===== config.mk =====
export PLATFORM = sky130hd
export DESIGN_NAME = priority_job_queue_with_recent_stack
export DESIGN_NICKNAME = d
export VERILOG_FILES = /design/src/rtl/core/pjq_pkg.sv /design/src/rtl/core/priority_job_queue_with_recent_stack.sv /design/src/rtl/core/pjq_qcell.sv /design/src/rtl/core/pjq_rcell.sv
export SDC_FILE = /design/constraint.sdc
export NUM_CORES = 1
export LEC_CHECK = 0
export BUFFER_PORTS_ARGS = -buffer_cell sky130_fd_sc_hd__buf_2
export CAP_MARGIN = 20
export CORE_MARGIN = 5
export CORE_UTILIZATION = 40
export DETAILED_ROUTE_END_ITERATION = 6
export SKIP_CTS_REPAIR_TIMING = 1
export SLEW_MARGIN = 20
export SYNTH_ARGS = -nofsm -noshare
export SYNTH_HDL_FRONTEND = slang
export SYNTH_SLANG_ARGS = --single-unit

===== constraint.sdc =====
create_clock -name clk -period 8.4 [get_ports clk]
set_input_delay 1.68 -clock clk [delete_from_list [all_inputs] [get_ports clk]]
set_output_delay 1.68 -clock clk [all_outputs]
set_load 0.02 [all_outputs]

===== src/rtl/core/pjq_pkg.sv =====
// Shared types and codes for the priority job queue with its recent-job stack.
// Used by pjq_qcell, pjq_rcell and the top level; depends on nothing.
package pjq_pkg;

	typedef struct packed {
		logic [15:0] id;
		logic [7:0]  pri;
	} entry_t;

	typedef enum logic [1:0] {
		OP_ENQ = 2'd0,
		OP_DEQ = 2'd1,
		OP_POP = 2'd2,
		OP_CLR = 2'd3
	} op_t;

	typedef enum logic [2:0] {
		STS_OK      = 3'd0,
		STS_Q_EMPTY = 3'd1,
		STS_Q_FULL  = 3'd2,
		STS_R_FULL  = 3'd3,
		STS_R_EMPTY = 3'd4
	} status_t;

	typedef enum logic [2:0] {
		FSM_IDLE,
		FSM_EXEC,
		FSM_SCAN,
		FSM_PURGE,
		FSM_PUSH,
		FSM_RESP
	} fsm_t;

	typedef struct packed {
		logic shift;
		logic wr;
	} q_ctl_t;

	typedef struct packed {
		logic ins;
		logic pop;
	} r_ctl_t;

	localparam int IN_W = 32;

endpackage


===== src/rtl/core/priority_job_queue_with_recent_stack.sv =====
// Top level of the priority job queue: control sequencer, queue cell chain, recent stack
// cell chain and the result register. Depends on pjq_pkg, pjq_qcell and pjq_rcell.
//
//  channel   direction  fields (low bit first)
//  s_*       in         op[1:0], in_id[17:2], in_priority[25:18], zero pad to 32
//  m_*       out        out_id, out_priority, served, status, queue_count,
//                       recent_count, recent_top_id, recent_top_priority, zero pad
//
// Enqueue, pop, clear and a dequeue on an empty queue go from the execute step straight
// to the result step. A dequeue on a non-empty queue first rotates the queue chain once
// through its head cell to find the job and once more to drop its id, then pushes the
// job onto the recent stack.
// Reset empties both the queue and the recent stack at once; no clearing pass is needed.
// A new item is taken once the previous result sits in the output register; a stalled
// output holds the sequencer in its result step.
module priority_job_queue_with_recent_stack #(
	parameter int  QUEUE_DEPTH  = 16,
	parameter int  RECENT_DEPTH = 10,
	localparam int QW     = $clog2(QUEUE_DEPTH + 1),
	localparam int QI     = $clog2(QUEUE_DEPTH),
	localparam int RW     = $clog2(RECENT_DEPTH + 1),
	localparam int OUT_B  = 52 + QW + RW,
	localparam int OUT_W  = ((OUT_B + 7) / 8) * 8
) (
	input  logic                   clk,
	input  logic                   arst_n,
	input  logic                   s_tvalid,
	output logic                   s_tready,
	// op, in_id, in_priority
	input  logic [pjq_pkg::IN_W-1:0] s_tdata,
	output logic                   m_tvalid,
	input  logic                   m_tready,
	// out_id, out_priority, served, status, queue_count, recent_count,
	// recent_top_id, recent_top_priority
	output logic [OUT_W-1:0]       m_tdata
);

	pjq_pkg::fsm_t    state_q, state_d;
	pjq_pkg::op_t     op_q;
	logic [15:0]      id_q;
	logic [7:0]       pri_q;
	logic [QW-1:0]    qfill_q, cnt_q, k_q, tail_pos;
	logic [RW-1:0]    rfill_q;
	logic             first_q;
	pjq_pkg::entry_t  best_q;
	logic [15:0]      res_id_q;
	logic [7:0]       res_pri_q;
	logic             res_served_q;
	pjq_pkg::status_t res_status_q;
	logic             m_tvalid_q;
	logic [OUT_W-1:0] m_tdata_q;

	pjq_pkg::entry_t  q_ent [QUEUE_DEPTH];
	pjq_pkg::entry_t  r_ent [RECENT_DEPTH];
	pjq_pkg::entry_t  head, q_wr_ent, new_ent, top;
	pjq_pkg::q_ctl_t  q_ctl;
	pjq_pkg::r_ctl_t  r_ctl;
	logic [QI-1:0]    q_wr_idx;
	logic             keep, q_full, r_full, out_load;

	assign head     = q_ent[0];
	assign keep     = head.id != best_q.id;
	assign q_full   = qfill_q == QW'(QUEUE_DEPTH);
	assign r_full   = rfill_q == RW'(RECENT_DEPTH);
	assign tail_pos = cnt_q + k_q - QW'(1);
	assign new_ent  = best_q;
	assign top      = (rfill_q != '0) ? r_ent[0] : '0;
	assign out_load = (state_q == pjq_pkg::FSM_RESP) && (!m_tvalid_q || m_tready);

	assign s_tready = state_q == pjq_pkg::FSM_IDLE;
	assign m_tvalid = m_tvalid_q;
	assign m_tdata  = m_tdata_q;

	always_comb begin
		state_d  = state_q;
		q_ctl    = '0;
		q_wr_idx = qfill_q[QI-1:0];
		q_wr_ent = '{id: id_q, pri: pri_q};
		r_ctl    = '0;
		unique case (state_q)
			pjq_pkg::FSM_IDLE: begin
				if (s_tvalid) begin
					state_d = pjq_pkg::FSM_EXEC;
				end
			end
			pjq_pkg::FSM_EXEC: begin
				state_d = pjq_pkg::FSM_RESP;
				unique case (op_q)
					pjq_pkg::OP_ENQ: q_ctl.wr = !q_full;
					pjq_pkg::OP_DEQ: begin
						if (qfill_q != '0) begin
							state_d = pjq_pkg::FSM_SCAN;
						end
					end
					pjq_pkg::OP_POP: r_ctl.pop = rfill_q != '0;
					pjq_pkg::OP_CLR: ;
				endcase
			end
			pjq_pkg::FSM_SCAN: begin
				q_ctl.shift = 1'b1;
				q_ctl.wr    = 1'b1;
				q_wr_idx    = tail_pos[QI-1:0];
				q_wr_ent    = head;
				if (cnt_q == QW'(1)) begin
					state_d = pjq_pkg::FSM_PURGE;
				end
			end
			pjq_pkg::FSM_PURGE: begin
				q_ctl.shift = 1'b1;
				q_ctl.wr    = keep;
				q_wr_idx    = tail_pos[QI-1:0];
				q_wr_ent    = head;
				if (cnt_q == QW'(1)) begin
					state_d = pjq_pkg::FSM_PUSH;
				end
			end
			pjq_pkg::FSM_PUSH: begin
				r_ctl.ins = !r_full;
				state_d   = pjq_pkg::FSM_RESP;
			end
			pjq_pkg::FSM_RESP: begin
				if (out_load) begin
					state_d = pjq_pkg::FSM_IDLE;
				end
			end
			default: state_d = pjq_pkg::FSM_IDLE;
		endcase
	end

	always_ff @(posedge clk or negedge arst_n) begin
		if (!arst_n) begin
			state_q <= pjq_pkg::FSM_IDLE;
		end else begin
			state_q <= state_d;
		end
	end

	always_ff @(posedge clk or negedge arst_n) begin
		if (!arst_n) begin
			qfill_q    <= '0;
			rfill_q    <= '0;
			cnt_q      <= '0;
			k_q        <= '0;
			first_q    <= 1'b0;
			m_tvalid_q <= 1'b0;
		end else begin
			unique case (state_q)
				pjq_pkg::FSM_EXEC: begin
					unique case (op_q)
						pjq_pkg::OP_ENQ: begin
							if (!q_full) begin
								qfill_q <= qfill_q + QW'(1);
							end
						end
						pjq_pkg::OP_DEQ: begin
							cnt_q   <= qfill_q;
							k_q     <= '0;
							first_q <= 1'b1;
						end
						pjq_pkg::OP_POP: begin
							if (rfill_q != '0) begin
								rfill_q <= rfill_q - RW'(1);
							end
						end
						pjq_pkg::OP_CLR: rfill_q <= '0;
					endcase
				end
				pjq_pkg::FSM_SCAN: begin
					first_q <= 1'b0;
					if (cnt_q == QW'(1)) begin
						cnt_q <= qfill_q;
						k_q   <= '0;
					end else begin
						cnt_q <= cnt_q - QW'(1);
						k_q   <= k_q + QW'(1);
					end
				end
				pjq_pkg::FSM_PURGE: begin
					cnt_q <= cnt_q - QW'(1);
					k_q   <= k_q + QW'(keep);
					if (cnt_q == QW'(1)) begin
						qfill_q <= k_q + QW'(keep);
					end
				end
				pjq_pkg::FSM_PUSH: begin
					if (!r_full) begin
						rfill_q <= rfill_q + RW'(1);
					end
				end
				default: ;
			endcase
			if (out_load) begin
				m_tvalid_q <= 1'b1;
			end else if (m_tready) begin
				m_tvalid_q <= 1'b0;
			end
		end
	end

	always_ff @(posedge clk) begin
		unique case (state_q)
			pjq_pkg::FSM_IDLE: begin
				op_q  <= pjq_pkg::op_t'(s_tdata[1:0]);
				id_q  <= s_tdata[17:2];
				pri_q <= s_tdata[25:18];
			end
			pjq_pkg::FSM_EXEC: begin
				res_id_q     <= '0;
				res_pri_q    <= '0;
				res_served_q <= 1'b0;
				res_status_q <= pjq_pkg::STS_OK;
				unique case (op_q)
					pjq_pkg::OP_ENQ: begin
						if (q_full) begin
							res_status_q <= pjq_pkg::STS_Q_FULL;
						end
					end
					pjq_pkg::OP_DEQ: begin
						if (qfill_q == '0) begin
							res_status_q <= pjq_pkg::STS_Q_EMPTY;
						end
					end
					pjq_pkg::OP_POP: begin
						if (rfill_q == '0) begin
							res_status_q <= pjq_pkg::STS_R_EMPTY;
						end
					end
					pjq_pkg::OP_CLR: ;
				endcase
			end
			pjq_pkg::FSM_SCAN: begin
				if (first_q || (head.pri > best_q.pri)) begin
					best_q <= head;
				end
			end
			pjq_pkg::FSM_PUSH: begin
				res_id_q     <= best_q.id;
				res_pri_q    <= best_q.pri;
				res_served_q <= 1'b1;
				res_status_q <= r_full ? pjq_pkg::STS_R_FULL : pjq_pkg::STS_OK;
			end
			default: ;
		endcase
		if (out_load) begin
			m_tdata_q <= OUT_W'({top.pri, top.id, rfill_q, qfill_q, res_status_q,
				res_served_q, res_pri_q, res_id_q});
		end
	end

	for (genvar i = 0; i < QUEUE_DEPTH; i++) begin : g_q
		pjq_pkg::entry_t nxt;
		if (i == QUEUE_DEPTH - 1) begin : g_last
			assign nxt = q_wr_ent;
		end else begin : g_mid
			assign nxt = q_ent[i + 1];
		end
		pjq_qcell #(
			.IW  (QI),
			.IDX (i)
		) u_cell (
			.clk     (clk),
			.ctl     (q_ctl),
			.wr_idx  (q_wr_idx),
			.wr_ent  (q_wr_ent),
			.nxt_ent (nxt),
			.ent     (q_ent[i])
		);
	end

	for (genvar i = 0; i < RECENT_DEPTH; i++) begin : g_r
		pjq_pkg::entry_t prv, nxt;
		if (i == 0) begin : g_first
			assign prv = new_ent;
		end else begin : g_prv
			assign prv = r_ent[i - 1];
		end
		if (i == RECENT_DEPTH - 1) begin : g_last
			assign nxt = r_ent[i];
		end else begin : g_nxt
			assign nxt = r_ent[i + 1];
		end
		pjq_rcell #(
			.CW  (RW),
			.IDX (i)
		) u_cell (
			.clk     (clk),
			.ctl     (r_ctl),
			.fill    (rfill_q),
			.new_ent (new_ent),
			.prv_ent (prv),
			.nxt_ent (nxt),
			.ent     (r_ent[i])
		);
	end

	a_qfill_range: assert property (@(posedge clk) disable iff (!arst_n)
		qfill_q <= QW'(QUEUE_DEPTH))
		else $error("queue fill beyond depth");

	a_rfill_range: assert property (@(posedge clk) disable iff (!arst_n)
		rfill_q <= RW'(RECENT_DEPTH))
		else $error("recent fill beyond depth");

	a_purge_bound: assert property (@(posedge clk) disable iff (!arst_n)
		(state_q == pjq_pkg::FSM_PURGE) |->
		(({1'b0, cnt_q} + {1'b0, k_q}) <= {1'b0, qfill_q}) && (cnt_q != '0))
		else $error("purge pass overruns the queue");

	a_take_only_idle: assert property (@(posedge clk) disable iff (!arst_n)
		(s_tvalid && s_tready) |=> (state_q == pjq_pkg::FSM_EXEC))
		else $error("input transfer not followed by execution");

	if (RECENT_DEPTH > 1) begin : g_sorted_chk
		a_recent_sorted: assert property (@(posedge clk) disable iff (!arst_n)
			(rfill_q >= RW'(2)) |-> (r_ent[0].pri >= r_ent[1].pri))
			else $error("recent stack out of order");
	end

endmodule


===== src/rtl/core/pjq_qcell.sv =====
// One cell of the job queue chain: holds one entry, takes its neighbor's entry on a shift
// and loads the broadcast entry when the write position names this cell. Depends on pjq_pkg.
module pjq_qcell #(
	parameter int IW  = 4,
	parameter int IDX = 0
) (
	input  logic            clk,
	input  pjq_pkg::q_ctl_t ctl,
	input  logic [IW-1:0]   wr_idx,
	input  pjq_pkg::entry_t wr_ent,
	input  pjq_pkg::entry_t nxt_ent,
	output pjq_pkg::entry_t ent
);

	pjq_pkg::entry_t ent_q;
	logic            hit;

	assign hit = ctl.wr && (wr_idx == IW'(IDX));
	assign ent = ent_q;

	always_ff @(posedge clk) begin
		if (hit) begin
			ent_q <= wr_ent;
		end else if (ctl.shift) begin
			ent_q <= nxt_ent;
		end
	end

endmodule


===== src/rtl/core/pjq_rcell.sv =====
// One cell of the recent stack chain, kept sorted with the top in cell zero.
// An insert is decided locally from this cell and the one above it. Depends on pjq_pkg.
module pjq_rcell #(
	parameter int CW  = 4,
	parameter int IDX = 0
) (
	input  logic            clk,
	input  pjq_pkg::r_ctl_t ctl,
	input  logic [CW-1:0]   fill,
	input  pjq_pkg::entry_t new_ent,
	input  pjq_pkg::entry_t prv_ent,
	input  pjq_pkg::entry_t nxt_ent,
	output pjq_pkg::entry_t ent
);

	pjq_pkg::entry_t ent_q;
	logic            keep;
	logic            prv_ge;

	assign keep   = (fill > CW'(IDX)) && (ent_q.pri >= new_ent.pri);
	assign prv_ge = (IDX == 0) || (prv_ent.pri >= new_ent.pri);
	assign ent    = ent_q;

	always_ff @(posedge clk) begin
		if (ctl.ins) begin
			if (!keep) begin
				ent_q <= prv_ge ? new_ent : prv_ent;
			end
		end else if (ctl.pop) begin
			ent_q <= nxt_ent;
		end
	end

endmodule


==> results.cfg, run 1 <==
[outcome]
status = complete, no violations

[placement]
port_buffers = 92
hpwl_um = 53180
gp_congestion = 0.8098
place_area_sq_um = 37560

[routing]
routed_wl_um = 78590
num_vias = 22270
wl_per_cell_um = 19.72
drt_iter0_markers = 1883
drc = 0
vias_per_cell = 5.588
firstDrtPassIters = 6
postRouteAntennaNets = 0

[sta]
worst_slew_pin_slew_ns = 1.112
slew_viol_final = 0
finalClockSkew_ns = 0.02005
fmax_mhz = 215.8
setup_viol = 0
whs_ns = 0.4162
period_needed_ns = 4.634
final-hold-violation-count = 0
finalCritPeriodShare = 0.5517
slew_headroom = 0.2589
grt_setup_unrepaired = no
setup_tns_ns = 0

[synth]
yosysWarningCount = 0
synth_area_sq_um = 36200
ys_ff_latch = 787
synthFlopType = edfxtp_1
synth_edf_count = 763
async_flop_share = 0.03050
syn_area_per_cell_sq_um = 13.26
synth_cell_type_count = 62
ys_seq_area_frac = 0.6495
netlist_instances = 2730

[worst_setup_path]
crit_fanout = 64
worstPathArrival_ns = 4.93
crit_top_cell = buf_4
path_cells = nor3b_1 > a31oi_1 > a21oi_1 > a41oi_4 > buf_4 > nor2b_1 > buf_4 > or2_2
path_class = flip-flop to flip-flop
crit_path_top_delay_cell = dfrtp_1
crit_path_end_kind = flip-flop
worst_r2r_path_depth = 8
cp_data_required_time_ns = 8.70
cp-startpoint = state_q[0]
cp-start-kind = flip-flop
r2r-start = state_q[0]
crit_path_max_incr_delay_ns = 0.93

[worst_hold_path]
min_path_cells = 0
worstHoldPathType = flip-flop to flip-flop
hp-start = res_id_q[12]

[cts]
cts_buffers = 87
cts_tree = done
clock_sinks = 787
clock_latency_ns = 0.64
clk_pin_slew_ns = 0.05
htree_levels = 3
clockRootBuffer = clkbuf_16
clockBufferDepth = 3

[finish]
final_area_sq_um = 40410
antenna_cells = 0
area_growth_pct = 11.62
seqCellArea_sq_um = 23510
drive_gt1_frac = 0.1174
fin_nets = 2877
multiInputGateArea_sq_um = 11570
fillers = 7973

[floorplanning]
fp.dieH_um = 310.8
start_util = 0.4028
fp.dieArea_sq_um = 96620
placementRows = 110
die_x_um = 310.8
core_area_sq_um = 89870
pin_count = 102

[power]
peakVddDrop_uv = 196.8
power.leakage_nw = 14.29
power.density_nw_per_um2 = 386.8

[global_routing]
first_global_vias = 22030
antenna_found_initial = 0
grt_max_degree = 233
grt_pass1_wl_um = 125600
grt_usage = 0.1579
overflow = 0

[run]
cap_violations = 0
per-layer routing:
layer | wire length [um] | up-vias | track usage
met1 | 35030 | 10950 | 0.2161
met3 | 4295 | 116 | 0.02684
met4 | 1795 | 0 | 0.04090
li1 | - | 10590 | -
met5 | 0 | - | 0
met2 | 37470 | 615 | 0.2635
cell usage in the layout, fill, tap and decap left out, drive strengths merged, types with 8 or more instances in the layout:
| master | instances |
|---|---|
| mux2i | 91 |
| a21o | 34 |
| o221ai | 8 |
| dfrtp | 24 |
| ha | 103 |
| nor2 | 45 |
| xor2 | 16 |
| buf | 135 |
| nand4 | 14 |
| nor2b | 40 |
| inv | 68 |
| a211oi | 10 |
| o31a | 10 |
| a21oi | 33 |
| or2 | 12 |
| mux2 | 17 |
| o211ai | 122 |
| nand2b | 17 |
| nand3 | 140 |
| o22a | 361 |
| nor3 | 10 |
| and2 | 19 |
| nand2 | 382 |
| o21ai | 121 |
| clkbuf | 114 |
| edfxtp | 763 |
| clkinv | 32 |
| bufinv | 8 |
synth_stat cells (all sizes together), types with 4 or more instances:
master / n / share of area
nand4: 14 / 0.0026
and3: 4 / 0.00069
a211oi: 10 / 0.0021
nor3: 10 / 0.0014
nand2: 382 / 0.040
xor2: 16 / 0.0039
a41oi: 4 / 0.0016
a21oi: 33 / 0.0046
nand3: 140 / 0.019
nor2: 45 / 0.0049
nand2b: 17 / 0.0029
mux2: 17 / 0.0053
clkbuf: 96 / 0.010
o31a: 10 / 0.0024
edfxtp: 763 / 0.63
nor2b: 40 / 0.0069
a21o: 34 / 0.0071
o21ai: 121 / 0.017
xnor2: 6 / 0.0015
dfrtp: 24 / 0.017
a31oi: 7 / 0.0012
ha: 103 / 0.036
o22a: 361 / 0.087
nand3b: 4 / 0.00083
nor4: 4 / 0.0012
o221ai: 8 / 0.0019
o211ai: 122 / 0.025
inv: 61 / 0.0063
mux2i: 91 / 0.025
buf: 123 / 0.019
and2: 19 / 0.0033
or2: 12 / 0.0021
final timing paths:
check	to	slack, ns
worst max-delay path	g_q[5].u_cell.ent[16]	3.77
worst min-delay path	m_tdata[12]	0.42
worst max register to register	g_q[5].u_cell.ent[16]	3.77
worst min register to register	m_tdata[12]	0.42
max in group asynchronous	rfill_q[1]	6.92
min in group asynchronous	k_q[1]	1.06
kinds of logic after synthesis:
family	Yosys count	share of synthesized area
AOI/OAI and AO/OA	728	0.1547
xor gates and xnor gates	22	0.005323
adders and majority gates	104	0.03615
buffers and inverters	280	0.03546
DFF	787	0.6495
muxes	109	0.03107
other	1	0.0001036
and+or+nand+nor	699	0.08772
area by class of cell:
cell class / count / area share
flip-flops and latches: 787 / 0.5819
multi-input cells: 1665 / 0.2864
clock buffers: 114 / 0.05763
well taps: 1176 / 0.03642
repair buffers: 135 / 0.02007
clock inverters: 48 / 0.01192
inverters: 61 / 0.005667
sequential cells by signal, indices dropped and copies added, names as in the netlist:
name,flops
g_q.u_cell.ent,384
g_r.u_cell.ent,240
m_tdata,61
best_q,24
id_q,16
res_id_q,16
pri_q,8
res_pri_q,8
cnt_q,5
k_q,5
qfill_q,5
rfill_q,4
res_status_q,3
state_q,3
op_q,2
first_q,1
m_tvalid,1
res_served_q,1
where the power goes:
part           switching [W]  leakage (nW)  internal, W
sequential          0.000690          7.34      0.00632
combinational        0.00322          5.57      0.00164
clock                0.00155          1.38      0.00221
total                0.00546          14.3       0.0102
critical path: cells and delay by family, from the launching register on:
kind / cells / cell delay (ns)
flip-flops: 1 / 0.93
AO/OA/AOI/OAI: 3 / 1.43
AND/OR/NAND/NOR: 3 / 0.90
buffers and inverters: 2 / 0.98
per-stage QoR:
| stage | cells | total power (W) | util | setup WS, ns |
|---|---|---|---|---|
| floorplan | 2732 | 0.01048 | - | 1.836 |
| CTS | 3984 | 0.01575 | 0.4492 | 3.764 |
| global route | 3986 | 0.01657 | 0.4496 | 3.487 |
| finish | 3986 | 0.01563 | 0.4496 | 3.766 |
| detailed placement | 3822 | 0.01194 | 0.4179 | 3.788 |
| global placement | 3822 | 0.01174 | 0.4177 | 3.914 |
Power figures use the tool's default switching activity.
==> inputs of run 2 (changes only) <==
==> constraint.sdc (replaced) <==
create_clock -name clk -period 4.1 [get_ports clk]
set_input_delay 0.82 -clock clk [delete_from_list [all_inputs] [get_ports clk]]
set_output_delay 0.82 -clock clk [all_outputs]
set_load 0.02 [all_outputs]
==> run 2 against run 1 <==
Against the previous run:
- via count up 0.34%
- sequential power up 100%
- clock skew is 0.0039 ns lower
- worst setup slack got worse by 3.2 ns
- cell area increased by 0.87%
- clock-buffer cell count up 2
- combinational power is 110% higher
- critical path depth up 5
- non-clock buffer count is 51 higher
- power grew 110%
- first-iteration DRC count grew 21%
- sequential share of layout area decreased by 0.50 points
- critical path type unchanged
- largest power group unchanged
==> results.cfg, run 2 (same netlist as run 1, synthesis figures left out) <==
[worst_setup_path]
path_class = flip-flop to flip-flop
crit_top_cell = inv_1
path_cells = inv_1 > ha_1 > inv_1 > ha_1 > inv_1 > fa_1 > xnor2_1 > xnor2_1 > nand3_1 > nand2_1 > nor2b_1 > or2_2 > buf_12
cp-startpoint = k_q[1]
crit_path_max_incr_delay_ns = 0.48
crit_fanout = 19
worstPathArrival_ns = 3.85
crit_path_end_kind = flip-flop
timing.rr.end = g_q[9].u_cell.ent[18]
r2r-start = k_q[1]
worst_r2r_path_depth = 13
r2r_setup_slack_ns = 0.57
crit_path_top_delay_cell = xnor2_1
cp-start-kind = flip-flop
crit_end = g_q[9].u_cell.ent[18]
cp_data_required_time_ns = 4.42

[floorplanning]
fp.dieH_um = 310.8
placementRows = 110
core_area_sq_um = 89870
die_x_um = 310.8
start_util = 0.4028
fp.dieArea_sq_um = 96620
pin_count = 102

[sta]
slew_headroom = 0.2558
setup_viol = 0
finalCritPeriodShare = 0.8613
slew_viol_final = 0
finalClockSkew_ns = 0.01620
period_needed_ns = 3.531
worst_slew_pin_slew_ns = 1.101
grt_setup_unrepaired = no
final-hold-violation-count = 0
fmax_mhz = 283.2

[cts]
clock_latency_ns = 0.62
clk_pin_slew_ns = 0.06
cts_buffers = 86
cts_tree = done
clockBufferDepth = 3
clock_sinks = 787
htree_levels = 3
clockRootBuffer = clkbuf_16

[routing]
drc = 0
postRouteAntennaNets = 0
vias_per_cell = 5.545
drt_iter0_markers = 2280
wl_per_cell_um = 19.63
num_vias = 22350
firstDrtPassIters = 5
routed_wl_um = 79090

[finish]
largest_reg_flops = 384
final_area_sq_um = 40760
area_growth_pct = 12.59
mostFrequentLayoutCell = edfxtp_1
antenna_cells = 0
mostFrequentLayoutCells = edfxtp_1 (763), nand2_1 (382), o22a_1 (361), nand3_1 (140), o211ai_1 (122)
drive_gt1_frac = 0.1300
fin_nets = 2927

[placement]
hpwl_um = 55450
place_area_sq_um = 38050
gp_congestion = 0.7875
port_buffers = 92

[global_routing]
grt_pass1_wl_um = 125400
overflow = 0
grt_max_degree = 116
first_global_vias = 22000
grt_usage = 0.1584
antenna_found_initial = 0

[outcome]
status = complete, no violations

[run]
cap_violations = 0

[power]
power.leakage_nw = 14.50
power.density_nw_per_um2 = 787.1
p_total_w = 0.03208
peakVddDrop_uv = 363.5

[worst_hold_path]
worstHoldPathType = primary input to asynchronous set/reset pin
-- run 2: cell count changes in the layout (fill, tap and decap cells not counted), sizes merged --
cell	delta
buf	+51
clkinv	-2
clkbuf	+2
bufinv	-4
inv	-6
clkinvlp	+3
-- run 2: power breakdown --
part	internal, W	switching, W	total [W]
logic	0.00366	0.00669	0.0103
registers	0.0129	0.00138	0.0143
clock network	0.00435	0.00308	0.00743
total	0.0209	0.0111	0.0321
-- run 2: cell type report --
class                           count  area [sq um]
Tap cell                         1176          1471
Sequential cell                   787         23510
Clock buffer                      116          2401
Clock inverter                     39         311.5
Fill cell                        7993         49110
Timing Repair Buffer              186          1282
Inverter                           61         229.0
Multi-Input combinational cell   1665         11550
-- run 2: how the worst min path moves through the flow --
stage / from / endpoint / slack (ns) / cells after the start
after global placement: res_pri_q[0] / m_tdata[16] / 0.40 / 0
final: arst_n / k_q[4] / 0.21 / 1
after detailed placement: res_id_q[6] / m_tdata[6] / 0.41 / 0
after CTS: arst_n / first_q / 0.19 / 1
after global routing: arst_n / k_q[4] / 0.23 / 1
after floorplan: res_id_q[0] / m_tdata[0] / 0.40 / 0
-- run 2: per-layer routing --
layer / global-route usage / routed length (um) / vias up
met2: 0.2584 / 37690 / 654
met5: 0 / 0 / -
met4: 0.04969 / 2293 / 0
li1: - / - / 10670
met1: 0.2176 / 34590 / 10910
met3: 0.02784 / 4515 / 115
-- run 2: per-stage QoR --
| stage | util | hold WS, ns | setup slack [ns] | cells | setup TNS, ns |
|---|---|---|---|---|---|
| 3_5_place_dp | 0.4233 | 0.4057 | 0.6267 | 3875 | 0 |
| 6_report | 0.4535 | 0.2087 | 0.5687 | 4030 | 0 |
| 2_1_floorplan | - | 0.4003 | -0.2661 | 2732 | -18.87 |
| 4_1_cts | 0.4535 | 0.1914 | 0.5725 | 4030 | 0 |
| 5_1_grt | 0.4535 | 0.2307 | 0.3353 | 4030 | 0 |
| 3_3_place_gp | 0.4231 | 0.4043 | 0.3647 | 3874 | 0 |
-- run 2: worst max-delay path, delay by kind of cell (launching register included) --
family | cells | cell delay, ns
XOR/XNOR | 2 | 0.62
AND/OR/NAND/NOR | 4 | 0.98
flip-flops | 1 | 0.41
adder cells (fa/ha/maj) | 3 | 0.80
buffers and inverters | 4 | 0.39
